### config.mk
export PLATFORM = sky130hd
export DESIGN_NAME = bouncing_ball_envelope
export DESIGN_NICKNAME = d
export VERILOG_FILES = /design/src/rtl/bbe_pkg.sv /design/src/rtl/bouncing_ball_envelope.sv /design/src/rtl/bbe_div.sv /design/src/rtl/bbe_datapath.sv /design/src/rtl/bbe_ctrl.sv
export SDC_FILE = /design/constraint.sdc
export NUM_CORES = 2
export LEC_CHECK = 0
export BUFFER_PORTS_ARGS = -buffer_cell sky130_fd_sc_hd__buf_2
export CAP_MARGIN = 10
export CELL_PAD_IN_SITES_DETAIL_PLACEMENT = 0
export CELL_PAD_IN_SITES_GLOBAL_PLACEMENT = 2
export CORE_UTILIZATION = 42
export DETAILED_ROUTE_END_ITERATION = 6
export GPL_TIMING_DRIVEN = 0
export PLACE_DENSITY = 0.87
export SETUP_SLACK_MARGIN = 0.02
export SLEW_MARGIN = 5
export SYNTH_ARGS = -nofsm -noshare
export SYNTH_HDL_FRONTEND = slang
export SYNTH_HIERARCHICAL = 1
export SYNTH_SLANG_ARGS = --single-unit
### constraint.sdc
create_clock -name clk -period 11.2 [get_ports clk]
set_clock_uncertainty 0.05 [all_clocks]
set_input_delay 1.12 -clock clk [delete_from_list [all_inputs] [get_ports clk]]
set_output_delay 1.12 -clock clk [all_outputs]
set_load 0.01 [all_outputs]
### src/rtl/bbe_pkg.sv
// bbe_pkg: shared types, register indexes and constants of the bouncing ball envelope
// used by every module of the block; depends on nothing else
package bbe_pkg;

    localparam int CFG_IDX_W  = 2;
    localparam int CFG_DATA_W = 20;

    localparam logic [CFG_IDX_W-1:0] REG_START_HEIGHT  = 2'd0;
    localparam logic [CFG_IDX_W-1:0] REG_GRAVITY       = 2'd1;
    localparam logic [CFG_IDX_W-1:0] REG_RESTITUTION   = 2'd2;
    localparam logic [CFG_IDX_W-1:0] REG_SAMPLE_PERIOD = 2'd3;

    localparam logic [11:0] START_KNOB_RESET  = 12'd1024;
    localparam logic [13:0] GRAVITY_RESET     = 14'd10033;
    localparam logic [10:0] RESTITUTION_RESET = 11'd707;
    localparam logic [19:0] PERIOD_RESET      = 20'd89478;

    localparam logic signed [31:0] START_HEIGHT_RESET = 32'sd167772;
    localparam logic signed [31:0] APEX_LIMIT         = 32'sd1678;
    localparam logic signed [15:0] TRIG_HIGH_LEVEL    = 16'sd1024;
    localparam logic [13:0]        FULL_SCALE         = 14'd10240;

    localparam int DIV_Q_W = 15;
    localparam int DIV_N_W = 46;

    localparam logic signed [39:0] SAT_MAX = 40'sd2147483647;
    localparam logic signed [39:0] SAT_MIN = -40'sd2147483648;

    typedef enum logic [3:0] {
        OP_NONE,
        OP_TRIG,
        OP_STOP,
        OP_MUL_G,
        OP_VEL_G,
        OP_MUL_V,
        OP_HEIGHT,
        OP_MUL_R,
        OP_VEL_R,
        OP_DIV_H,
        OP_DIV_A
    } op_t;

    typedef enum logic [3:0] {
        S_IDLE,
        S_TRIG,
        S_CHECK,
        S_MUL_G,
        S_VEL_G,
        S_MUL_V,
        S_HEIGHT,
        S_MUL_R,
        S_VEL_R,
        S_DIV_H,
        S_WAIT_H,
        S_DIV_A,
        S_WAIT_A,
        S_OUT
    } state_t;

    typedef struct packed {
        logic take;
        op_t  op;
        logic out_load;
    } cmd_t;

    typedef struct packed {
        logic running;
        logic falling;
        logic stop_hit;
        logic rise_go;
        logic ground_hit;
        logic div_done;
    } stat_t;

    function automatic logic signed [31:0] sat32(input logic signed [39:0] x);
        logic signed [31:0] r;
        if (x > SAT_MAX)
        begin
            r = 32'sh7FFF_FFFF;
        end
        else if (x < SAT_MIN)
        begin
            r = 32'sh8000_0000;
        end
        else
        begin
            r = $signed(x[31:0]);
        end
        return r;
    endfunction

endpackage

### src/rtl/bouncing_ball_envelope.sv
// bouncing_ball_envelope: top level of the bouncing ball envelope generator
// uses bbe_pkg, bbe_ctrl and bbe_datapath
//
//  channel   handshake              payload
//  -------   ---------------------  ---------------------------------------------
//  input     in_valid / in_ready    trig_voltage run_button height_cv gravity_cv
//                                   restitution_cv
//  output    out_valid / out_ready  gate pitch pitch_step
//  config    cfg_write              cfg_index cfg_data
//
// while the ball moves a sample runs trigger, check, gravity step, distance step and both
// ratios, each on the serial divider; a bounce adds the restitution step, an apex skips
// the distance step, and with no run active or a stopped run it goes from check to output
// one sample at a time: the next input is taken once the result is in the output register
// rst_n clears the state asynchronously and restores the configuration defaults
// a stalled output only holds the sequencer in its last step
module bouncing_ball_envelope
    import bbe_pkg::*;
(
    input  logic                  clk,
    input  logic                  rst_n,
    input  logic                  in_valid,
    output logic                  in_ready,
    input  logic signed [14:0]    trig_voltage,
    input  logic                  run_button,
    input  logic signed [14:0]    height_cv,
    input  logic signed [14:0]    gravity_cv,
    input  logic signed [14:0]    restitution_cv,
    output logic                  out_valid,
    input  logic                  out_ready,
    output logic                  gate,
    output logic [13:0]           pitch,
    output logic [13:0]           pitch_step,
    input  logic                  cfg_write,
    input  logic [CFG_IDX_W-1:0]  cfg_index,
    input  logic [CFG_DATA_W-1:0] cfg_data
);

    cmd_t  cmd;
    stat_t stat;

    bbe_ctrl u_ctrl (
        .clk       (clk),
        .rst_n     (rst_n),
        .in_valid  (in_valid),
        .in_ready  (in_ready),
        .out_valid (out_valid),
        .out_ready (out_ready),
        .stat      (stat),
        .cmd       (cmd)
    );

    bbe_datapath u_dp (
        .clk            (clk),
        .rst_n          (rst_n),
        .cmd            (cmd),
        .stat           (stat),
        .cfg_write      (cfg_write),
        .cfg_index      (cfg_index),
        .cfg_data       (cfg_data),
        .trig_voltage   (trig_voltage),
        .run_button     (run_button),
        .height_cv      (height_cv),
        .gravity_cv     (gravity_cv),
        .restitution_cv (restitution_cv),
        .gate           (gate),
        .pitch          (pitch),
        .pitch_step     (pitch_step)
    );

endmodule

### src/rtl/bbe_div.sv
// bbe_div: restoring divider, one quotient bit per cycle
// uses bbe_pkg for the quotient and dividend widths
module bbe_div
    import bbe_pkg::*;
(
    input  logic               clk,
    input  logic               rst_n,
    input  logic               start,
    input  logic [DIV_N_W-1:0] dividend,
    input  logic [30:0]        divisor,
    output logic               done,
    output logic [DIV_Q_W-1:0] quotient
);

    logic [DIV_N_W-1:0] rem_reg;
    logic [DIV_N_W-1:0] den_reg;
    logic [DIV_Q_W-1:0] q_reg;
    logic [3:0]         cnt_reg;
    logic               busy_reg;
    logic               done_reg;
    logic               fits;

    assign fits = rem_reg >= den_reg;

    always_ff @(posedge clk or negedge rst_n)
    begin
        if (!rst_n)
        begin
            busy_reg <= 1'b0;
            done_reg <= 1'b0;
            cnt_reg  <= '0;
        end
        else
        begin
            done_reg <= 1'b0;
            if (start)
            begin
                busy_reg <= 1'b1;
                cnt_reg  <= 4'(DIV_Q_W - 1);
            end
            else if (busy_reg)
            begin
                if (cnt_reg == '0)
                begin
                    busy_reg <= 1'b0;
                    done_reg <= 1'b1;
                end
                else
                begin
                    cnt_reg <= cnt_reg - 4'd1;
                end
            end
        end
    end

    // divisor starts aligned to the top quotient bit
    always_ff @(posedge clk)
    begin
        if (start)
        begin
            rem_reg <= dividend;
            den_reg <= {1'b0, divisor, {(DIV_Q_W-1){1'b0}}};
            q_reg   <= '0;
        end
        else if (busy_reg)
        begin
            if (fits)
            begin
                rem_reg <= rem_reg - den_reg;
            end
            q_reg   <= {q_reg[DIV_Q_W-2:0], fits};
            den_reg <= den_reg >> 1;
        end
    end

    assign done     = done_reg;
    assign quotient = q_reg;

endmodule

### src/rtl/bbe_datapath.sv
// bbe_datapath: configuration, ball state, shared multiplier and ratio logic
// uses bbe_pkg and instantiates bbe_div; driven by bbe_ctrl commands
module bbe_datapath
    import bbe_pkg::*;
(
    input  logic                  clk,
    input  logic                  rst_n,
    input  cmd_t                  cmd,
    output stat_t                 stat,
    input  logic                  cfg_write,
    input  logic [CFG_IDX_W-1:0]  cfg_index,
    input  logic [CFG_DATA_W-1:0] cfg_data,
    input  logic signed [14:0]    trig_voltage,
    input  logic                  run_button,
    input  logic signed [14:0]    height_cv,
    input  logic signed [14:0]    gravity_cv,
    input  logic signed [14:0]    restitution_cv,
    output logic                  gate,
    output logic [13:0]           pitch,
    output logic [13:0]           pitch_step
);

    logic [11:0] start_knob_reg;
    logic [13:0] gravity_knob_reg;
    logic [10:0] restit_knob_reg;
    logic [19:0] period_reg;

    logic               trig_high_reg;
    logic               running_reg;
    logic               falling_reg;
    logic signed [31:0] height_reg;
    logic signed [31:0] start_reg;
    logic signed [31:0] lowest_reg;
    logic signed [31:0] vel_reg;

    logic signed [15:0] level_reg;
    logic signed [14:0] hcv_reg;
    logic signed [14:0] gcv_reg;
    logic signed [14:0] rcv_reg;
    logic signed [52:0] prod_reg;
    logic [13:0]        ratio_h_reg;
    logic [13:0]        ratio_a_reg;
    logic               div_sel_reg;
    logic               div_zero_reg;
    logic               div_clamp_reg;
    logic               gate_reg;
    logic [13:0]        pitch_reg;
    logic [13:0]        step_reg;

    logic signed [15:0] level_in;
    logic signed [16:0] h_sum;
    logic signed [16:0] g_sum;
    logic signed [16:0] r_sum;
    logic signed [31:0] h_load;
    logic signed [31:0] mul_a;
    logic signed [20:0] mul_b;
    logic signed [52:0] mul_p;
    logic signed [52:0] dv_full;
    logic signed [52:0] dh_full;
    logic signed [52:0] vr_full;
    logic signed [39:0] vel40;
    logic signed [39:0] h40;
    logic signed [39:0] dv40;
    logic signed [39:0] dh40;
    logic signed [31:0] vel_fall;
    logic signed [31:0] vel_rise;
    logic signed [31:0] h_fall;
    logic signed [31:0] h_rise;
    logic signed [31:0] v_bounce;

    logic                 div_start;
    logic signed [31:0]   div_num;
    logic [DIV_N_W-1:0]   num_ext;
    logic [DIV_N_W-1:0]   dividend;
    logic                 div_done;
    logic [DIV_Q_W-1:0]   quotient;
    logic [13:0]          ratio_q;

    assign level_in = 16'(trig_voltage) + (run_button ? TRIG_HIGH_LEVEL : 16'sd0);
    assign h_sum    = $signed({5'b0, start_knob_reg}) + 17'(hcv_reg);
    assign g_sum    = $signed({3'b0, gravity_knob_reg}) + 17'(gcv_reg);
    assign r_sum    = $signed({6'b0, restit_knob_reg}) + 17'(rcv_reg);
    assign h_load   = $signed({h_sum[16], h_sum, 14'b0});

    // one shared multiplier for gravity step, distance step and bounce
    assign mul_a = (cmd.op == OP_MUL_G) ? 32'(g_sum) : vel_reg;
    assign mul_b = (cmd.op == OP_MUL_R) ? 21'(r_sum) : $signed({1'b0, period_reg});
    assign mul_p = mul_a * mul_b;

    // arithmetic shifts round toward minus infinity
    assign dv_full = prod_reg >>> 18;
    assign dh_full = prod_reg >>> 32;
    assign vr_full = prod_reg >>> 10;

    assign vel40 = 40'(vel_reg);
    assign h40   = 40'(height_reg);
    assign dv40  = $signed(dv_full[39:0]);
    assign dh40  = $signed(dh_full[39:0]);

    assign vel_fall = sat32(vel40 + dv40);
    assign vel_rise = sat32(vel40 - dv40);
    assign h_fall   = sat32(h40 - dh40);
    assign h_rise   = sat32(h40 + dh40);
    assign v_bounce = sat32($signed(vr_full[39:0]));

    // numerator times full scale as two shifted adds
    assign div_start = (cmd.op == OP_DIV_H) || (cmd.op == OP_DIV_A);
    assign div_num   = (cmd.op == OP_DIV_A) ? lowest_reg : height_reg;
    assign num_ext   = {15'b0, div_num[30:0]};
    assign dividend  = (num_ext << 13) + (num_ext << 11);
    assign ratio_q   = (quotient > {1'b0, FULL_SCALE}) ? FULL_SCALE : quotient[13:0];

    bbe_div u_div (
        .clk      (clk),
        .rst_n    (rst_n),
        .start    (div_start),
        .dividend (dividend),
        .divisor  (start_reg[30:0]),
        .done     (div_done),
        .quotient (quotient)
    );

    always_comb
    begin
        stat            = '0;
        stat.running    = running_reg;
        stat.falling    = falling_reg;
        stat.stop_hit   = running_reg && (lowest_reg < APEX_LIMIT);
        stat.rise_go    = vel_rise > 32'sd0;
        stat.ground_hit = h_fall <= 32'sd0;
        stat.div_done   = div_done;
    end

    always_ff @(posedge clk or negedge rst_n)
    begin
        if (!rst_n)
        begin
            start_knob_reg   <= START_KNOB_RESET;
            gravity_knob_reg <= GRAVITY_RESET;
            restit_knob_reg  <= RESTITUTION_RESET;
            period_reg       <= PERIOD_RESET;
        end
        else if (cfg_write)
        begin
            case (cfg_index)
                REG_START_HEIGHT:  start_knob_reg   <= cfg_data[11:0];
                REG_GRAVITY:       gravity_knob_reg <= cfg_data[13:0];
                REG_RESTITUTION:   restit_knob_reg  <= cfg_data[10:0];
                REG_SAMPLE_PERIOD: period_reg       <= cfg_data[19:0];
                default:           ;
            endcase
        end
    end

    always_ff @(posedge clk or negedge rst_n)
    begin
        if (!rst_n)
        begin
            trig_high_reg <= 1'b0;
            running_reg   <= 1'b0;
            falling_reg   <= 1'b0;
            height_reg    <= '0;
            start_reg     <= START_HEIGHT_RESET;
            lowest_reg    <= '0;
            vel_reg       <= '0;
        end
        else
        begin
            case (cmd.op)
                OP_TRIG:
                begin
                    if (trig_high_reg)
                    begin
                        if (level_reg <= 16'sd0)
                        begin
                            trig_high_reg <= 1'b0;
                        end
                    end
                    else if (level_reg >= TRIG_HIGH_LEVEL)
                    begin
                        trig_high_reg <= 1'b1;
                        running_reg   <= 1'b1;
                        falling_reg   <= 1'b1;
                        height_reg    <= h_load;
                        start_reg     <= h_load;
                        lowest_reg    <= h_load;
                        vel_reg       <= '0;
                    end
                end
                OP_STOP:
                begin
                    running_reg <= 1'b0;
                    height_reg  <= '0;
                    lowest_reg  <= '0;
                end
                OP_VEL_G:
                begin
                    if (falling_reg)
                    begin
                        vel_reg <= vel_fall;
                    end
                    else if (vel_rise > 32'sd0)
                    begin
                        vel_reg <= vel_rise;
                    end
                    else
                    begin
                        // apex reached
                        vel_reg     <= '0;
                        falling_reg <= 1'b1;
                        if (height_reg < lowest_reg)
                        begin
                            lowest_reg <= height_reg;
                        end
                    end
                end
                OP_HEIGHT:
                begin
                    if (falling_reg)
                    begin
                        if (h_fall <= 32'sd0)
                        begin
                            height_reg  <= '0;
                            falling_reg <= 1'b0;
                        end
                        else
                        begin
                            height_reg <= h_fall;
                        end
                    end
                    else
                    begin
                        height_reg <= h_rise;
                    end
                end
                OP_VEL_R:
                begin
                    vel_reg <= v_bounce;
                end
                default:
                begin
                end
            endcase
        end
    end

    always_ff @(posedge clk)
    begin
        if (cmd.take)
        begin
            level_reg <= level_in;
            hcv_reg   <= height_cv;
            gcv_reg   <= gravity_cv;
            rcv_reg   <= restitution_cv;
        end
        if ((cmd.op == OP_MUL_G) || (cmd.op == OP_MUL_V) || (cmd.op == OP_MUL_R))
        begin
            prod_reg <= mul_p;
        end
        if (div_start)
        begin
            div_sel_reg   <= (cmd.op == OP_DIV_A);
            div_zero_reg  <= (div_num <= 32'sd0) || (start_reg <= 32'sd0);
            div_clamp_reg <= {1'b0, div_num[30:0]} >= {start_reg[30:0], 1'b0};
        end
        if (div_done)
        begin
            if (div_sel_reg)
            begin
                ratio_a_reg <= div_zero_reg ? 14'd0 : (div_clamp_reg ? FULL_SCALE : ratio_q);
            end
            else
            begin
                ratio_h_reg <= div_zero_reg ? 14'd0 : (div_clamp_reg ? FULL_SCALE : ratio_q);
            end
        end
        if (cmd.out_load)
        begin
            gate_reg  <= running_reg && falling_reg;
            pitch_reg <= running_reg ? ratio_h_reg : 14'd0;
            step_reg  <= running_reg ? ratio_a_reg : 14'd0;
        end
    end

    assign gate       = gate_reg;
    assign pitch      = pitch_reg;
    assign pitch_step = step_reg;

endmodule

### src/rtl/bbe_ctrl.sv
// bbe_ctrl: sequencer for one sample step and the output handshake
// uses bbe_pkg for state, command and status types
module bbe_ctrl
    import bbe_pkg::*;
(
    input  logic  clk,
    input  logic  rst_n,
    input  logic  in_valid,
    output logic  in_ready,
    output logic  out_valid,
    input  logic  out_ready,
    input  stat_t stat,
    output cmd_t  cmd
);

    state_t state_reg;
    state_t state_next;
    logic   out_valid_reg;
    logic   out_valid_next;
    logic   load;

    assign load = (state_reg == S_OUT) && (!out_valid_reg || out_ready);

    always_ff @(posedge clk or negedge rst_n)
    begin
        if (!rst_n)
        begin
            state_reg     <= S_IDLE;
            out_valid_reg <= 1'b0;
        end
        else
        begin
            state_reg     <= state_next;
            out_valid_reg <= out_valid_next;
        end
    end

    always_comb
    begin
        out_valid_next = out_valid_reg;
        if (load)
        begin
            out_valid_next = 1'b1;
        end
        else if (out_ready)
        begin
            out_valid_next = 1'b0;
        end
    end

    always_comb
    begin
        state_next = state_reg;
        case (state_reg)
            S_IDLE:
            begin
                if (in_valid)
                begin
                    state_next = S_TRIG;
                end
            end
            S_TRIG:   state_next = S_CHECK;
            S_CHECK:
            begin
                if (!stat.running || stat.stop_hit)
                begin
                    state_next = S_OUT;
                end
                else
                begin
                    state_next = S_MUL_G;
                end
            end
            S_MUL_G:  state_next = S_VEL_G;
            S_VEL_G:
            begin
                if (stat.falling || stat.rise_go)
                begin
                    state_next = S_MUL_V;
                end
                else
                begin
                    state_next = S_DIV_H;
                end
            end
            S_MUL_V:  state_next = S_HEIGHT;
            S_HEIGHT:
            begin
                if (stat.falling && stat.ground_hit)
                begin
                    state_next = S_MUL_R;
                end
                else
                begin
                    state_next = S_DIV_H;
                end
            end
            S_MUL_R:  state_next = S_VEL_R;
            S_VEL_R:  state_next = S_DIV_H;
            S_DIV_H:  state_next = S_WAIT_H;
            S_WAIT_H:
            begin
                if (stat.div_done)
                begin
                    state_next = S_DIV_A;
                end
            end
            S_DIV_A:  state_next = S_WAIT_A;
            S_WAIT_A:
            begin
                if (stat.div_done)
                begin
                    state_next = S_OUT;
                end
            end
            S_OUT:
            begin
                if (load)
                begin
                    state_next = S_IDLE;
                end
            end
            default:  state_next = S_IDLE;
        endcase
    end

    always_comb
    begin
        cmd          = '0;
        cmd.op       = OP_NONE;
        cmd.take     = (state_reg == S_IDLE) && in_valid;
        cmd.out_load = load;
        case (state_reg)
            S_TRIG:   cmd.op = OP_TRIG;
            S_CHECK:  cmd.op = stat.stop_hit ? OP_STOP : OP_NONE;
            S_MUL_G:  cmd.op = OP_MUL_G;
            S_VEL_G:  cmd.op = OP_VEL_G;
            S_MUL_V:  cmd.op = OP_MUL_V;
            S_HEIGHT: cmd.op = OP_HEIGHT;
            S_MUL_R:  cmd.op = OP_MUL_R;
            S_VEL_R:  cmd.op = OP_VEL_R;
            S_DIV_H:  cmd.op = OP_DIV_H;
            S_DIV_A:  cmd.op = OP_DIV_A;
            default:  cmd.op = OP_NONE;
        endcase
    end

    assign in_ready  = (state_reg == S_IDLE);
    assign out_valid = out_valid_reg;

endmodule

==> metrics <==
max reg flops=46; total CTS buffers=54; area leader, netlist=fa_1; TritonCTS clock tree=done; most common library cells after synthesis=inv_1 (1046), nand2_1 (761), fa_1 (677); worst-path fanout max=10; Adder-Cell Fraction of Synth Area=0.3271; drt pass-1 iters=5; kind of end point of the critical path=flop; WL final=210700 µm; Final Cell Area=63750 µm²; post-synthesis cell count=6606; Worst-Margin Slew=1.291 ns; CORE AREA=136100 µm²; Area growth syn-to-layout=10.15%; status=complete, no violations; CTS Hold Bufs=0; GRT Util Overall=0.3028; Starting Density=0.4251; largest net degree at the start of global routing=92; antenna viol nets, final=0; Most used DFF post-synth=edfxtp_1; DP Area=61020 µm²; count of final setup violators=0; IO Pins=119; row count=135; dpl ws=-2.510 ns; First DRT Iteration DRCs=4351; synthesized cell area=57880 µm²; post-synth top area share=0.2342; die span in y=373.2 µm; Final #Nets=8027; Skew-Pair Late Insertion Delay=0.69 ns; CTS sink count=454; Die Wd=373.2 µm; period utilisation layout=0.9659; share of post-route cells with drive strength above 1=0.08812; Yosys Warn Count=6; Compound-Gate Fraction of Synth Area=0.1423; Max Cap Violations=0; XOR/XNOR Fraction of Synth Area=0.03783; first-pass GRT wire length=318900 µm; Final WS setup=0.3816 ns; count leader, synth=inv_1; relative slew slack=0.1397; Synth area leaders=fa_1 (23%), edfxtp_1 (13%), ha_1 (9.3%); vias in the first global route=49400; FFs w/ async S/R, synth=0.4053; Fmax achieved=92.43 MHz; RSZ-0062 raised after global routing=false; CP Launch Type=flop; DR WL/cell=24.31 µm; Via density=5.677; DIE AREA=139300 µm²; DRC viols=0; Crit-path slowest cell=fa_1; Worst EP arrival=11.14 ns; crit path time final=10.82 ns; multiplexer share of the synthesized area=0.03169; synthesized area per cell=8.761 µm²; level count of the clock H-tree=2; Vias=49200; Final Hold Fails=0; hold_ws=0.1882 ns; Final Wtd Congestion=0.9571; antenna violations before repair=8; total gr overflow=0; Most common cell on crit path=fa_1; register bit count reported by yosys=454; number of synthesized flops with an enable pin=241; Seq/Total Area, Yosys=0.2152; clock-pin slew on the worst setup and hold paths=0.06 ns; DP Wirelength=174700 µm; PortBufs=118; Clock Tree Root=clkbuf_16; main combinational cell family by area after synthesis=adder cells; simple-gate share of the synthesized area=0.1575; count of pins over their slew limit=0; Final TNS setup=0 ns; clk buf depth=3; hold crit path type=in2async; number of fill cells in the layout=13360; synth unique cells=107; critical path required time=11.52 ns; WS Path Type=reg2reg; max incr delay on CP=0.55 ns
-- layout by cell type (no fill, tap or decap), drive strengths merged, types with 98 or more instances in the layout --
cell type  count
a21oi        335
a21o          98
mux2          98
edfxtp       241
and2         107
xnor2        181
nor3         104
inv         1049
o21ai        314
nand2        761
fa           677
clkbuf       294
ha           430
dfrtp        159
buf          216
nor2         627
-- timing repair --
item	in CTS	in global routing
pin swaps	5	5
gates resized for setup	155	126
buffers inserted	12	10
cloned	0	0
setup endpoints to repair	40	20
-- cell type report --
cell class	count	area (µm²)	area share
Antenna cell	8	20.02	0.0003140
Clock inverter	29	306.5	0.004808
Clock buffer	72	1534	0.02406
Timing Repair Buffer	155	1006	0.01578
Multi-Input combinational cell	4833	40900	0.6415
Inverter	1050	3945	0.06188
Sequential cell	454	12450	0.1953
Tap cell	1781	2228	0.03495
Buffer	284	1359	0.02131
-- through the flow --
step | cells | util
after CTS | 8648 | 0.4658
after global routing | 8659 | 0.4681
after detailed placement | 8536 | 0.4482
final | 8666 | 0.4683
after floorplan | 6623 | -
after global placement | 8522 | 0.4463
-- per-layer routing --
layer  wire length, µm  global-route usage  up-vias
met5                78            0.008576        -
met4              7744              0.1023        2
met3             15830             0.04713      302
met2             94240              0.4730     1744
met1             92780              0.4260    24840
li1                  -                   -    22310
-- worst max-delay path: cells and delay by family, from the launching register on --
kind | cells | cell delay (ns)
AOI/OAI and AO/OA | 17 | 3.70
buffers and inverters | 7 | 0.93
DFF | 1 | 0.42
and+or+nand+nor | 3 | 0.58
adders and majority gates | 10 | 4.51
xor gates and xnor gates | 2 | 0.33
-- cell families after synthesis --
group,after synthesis
other cells,1
xor+xnor,250
buf+inv,1336
simple gates,2022
fa+ha+maj,1107
mux,171
flops,454
compound gates,1265
-- final timing paths --
path | startpoint | to | slack (ns) | depth (start not counted)
worst max-delay path | u_dp/gcv_reg[0]$_DFFE_PP_ | u_dp/prod_reg[52]$_DFFE_PP_ | 0.38 | 39
worst min-delay path | rst_n | u_dp/trig_high_reg$_DFFE_PN0P_ | 0.19 | 1
worst max register to register | u_dp/gcv_reg[0]$_DFFE_PP_ | u_dp/prod_reg[52]$_DFFE_PP_ | 0.38 | 39
worst min register to register | u_dp/period_reg[4]$_DFFE_PN0P_ | u_dp/period_reg[4]$_DFFE_PN0P_ | 0.46 | 1
max in group asynchronous | rst_n | u_dp/height_reg[23]$_DFFE_PN0P_ | 9.60 | 3
min in group clk | u_dp/period_reg[4]$_DFFE_PN0P_ | u_dp/period_reg[4]$_DFFE_PN0P_ | 0.46 | 1
Power is left out: the tool's default activity adds up to more than one toggle a clock period on the data nets, which glitch-free logic cannot reach.
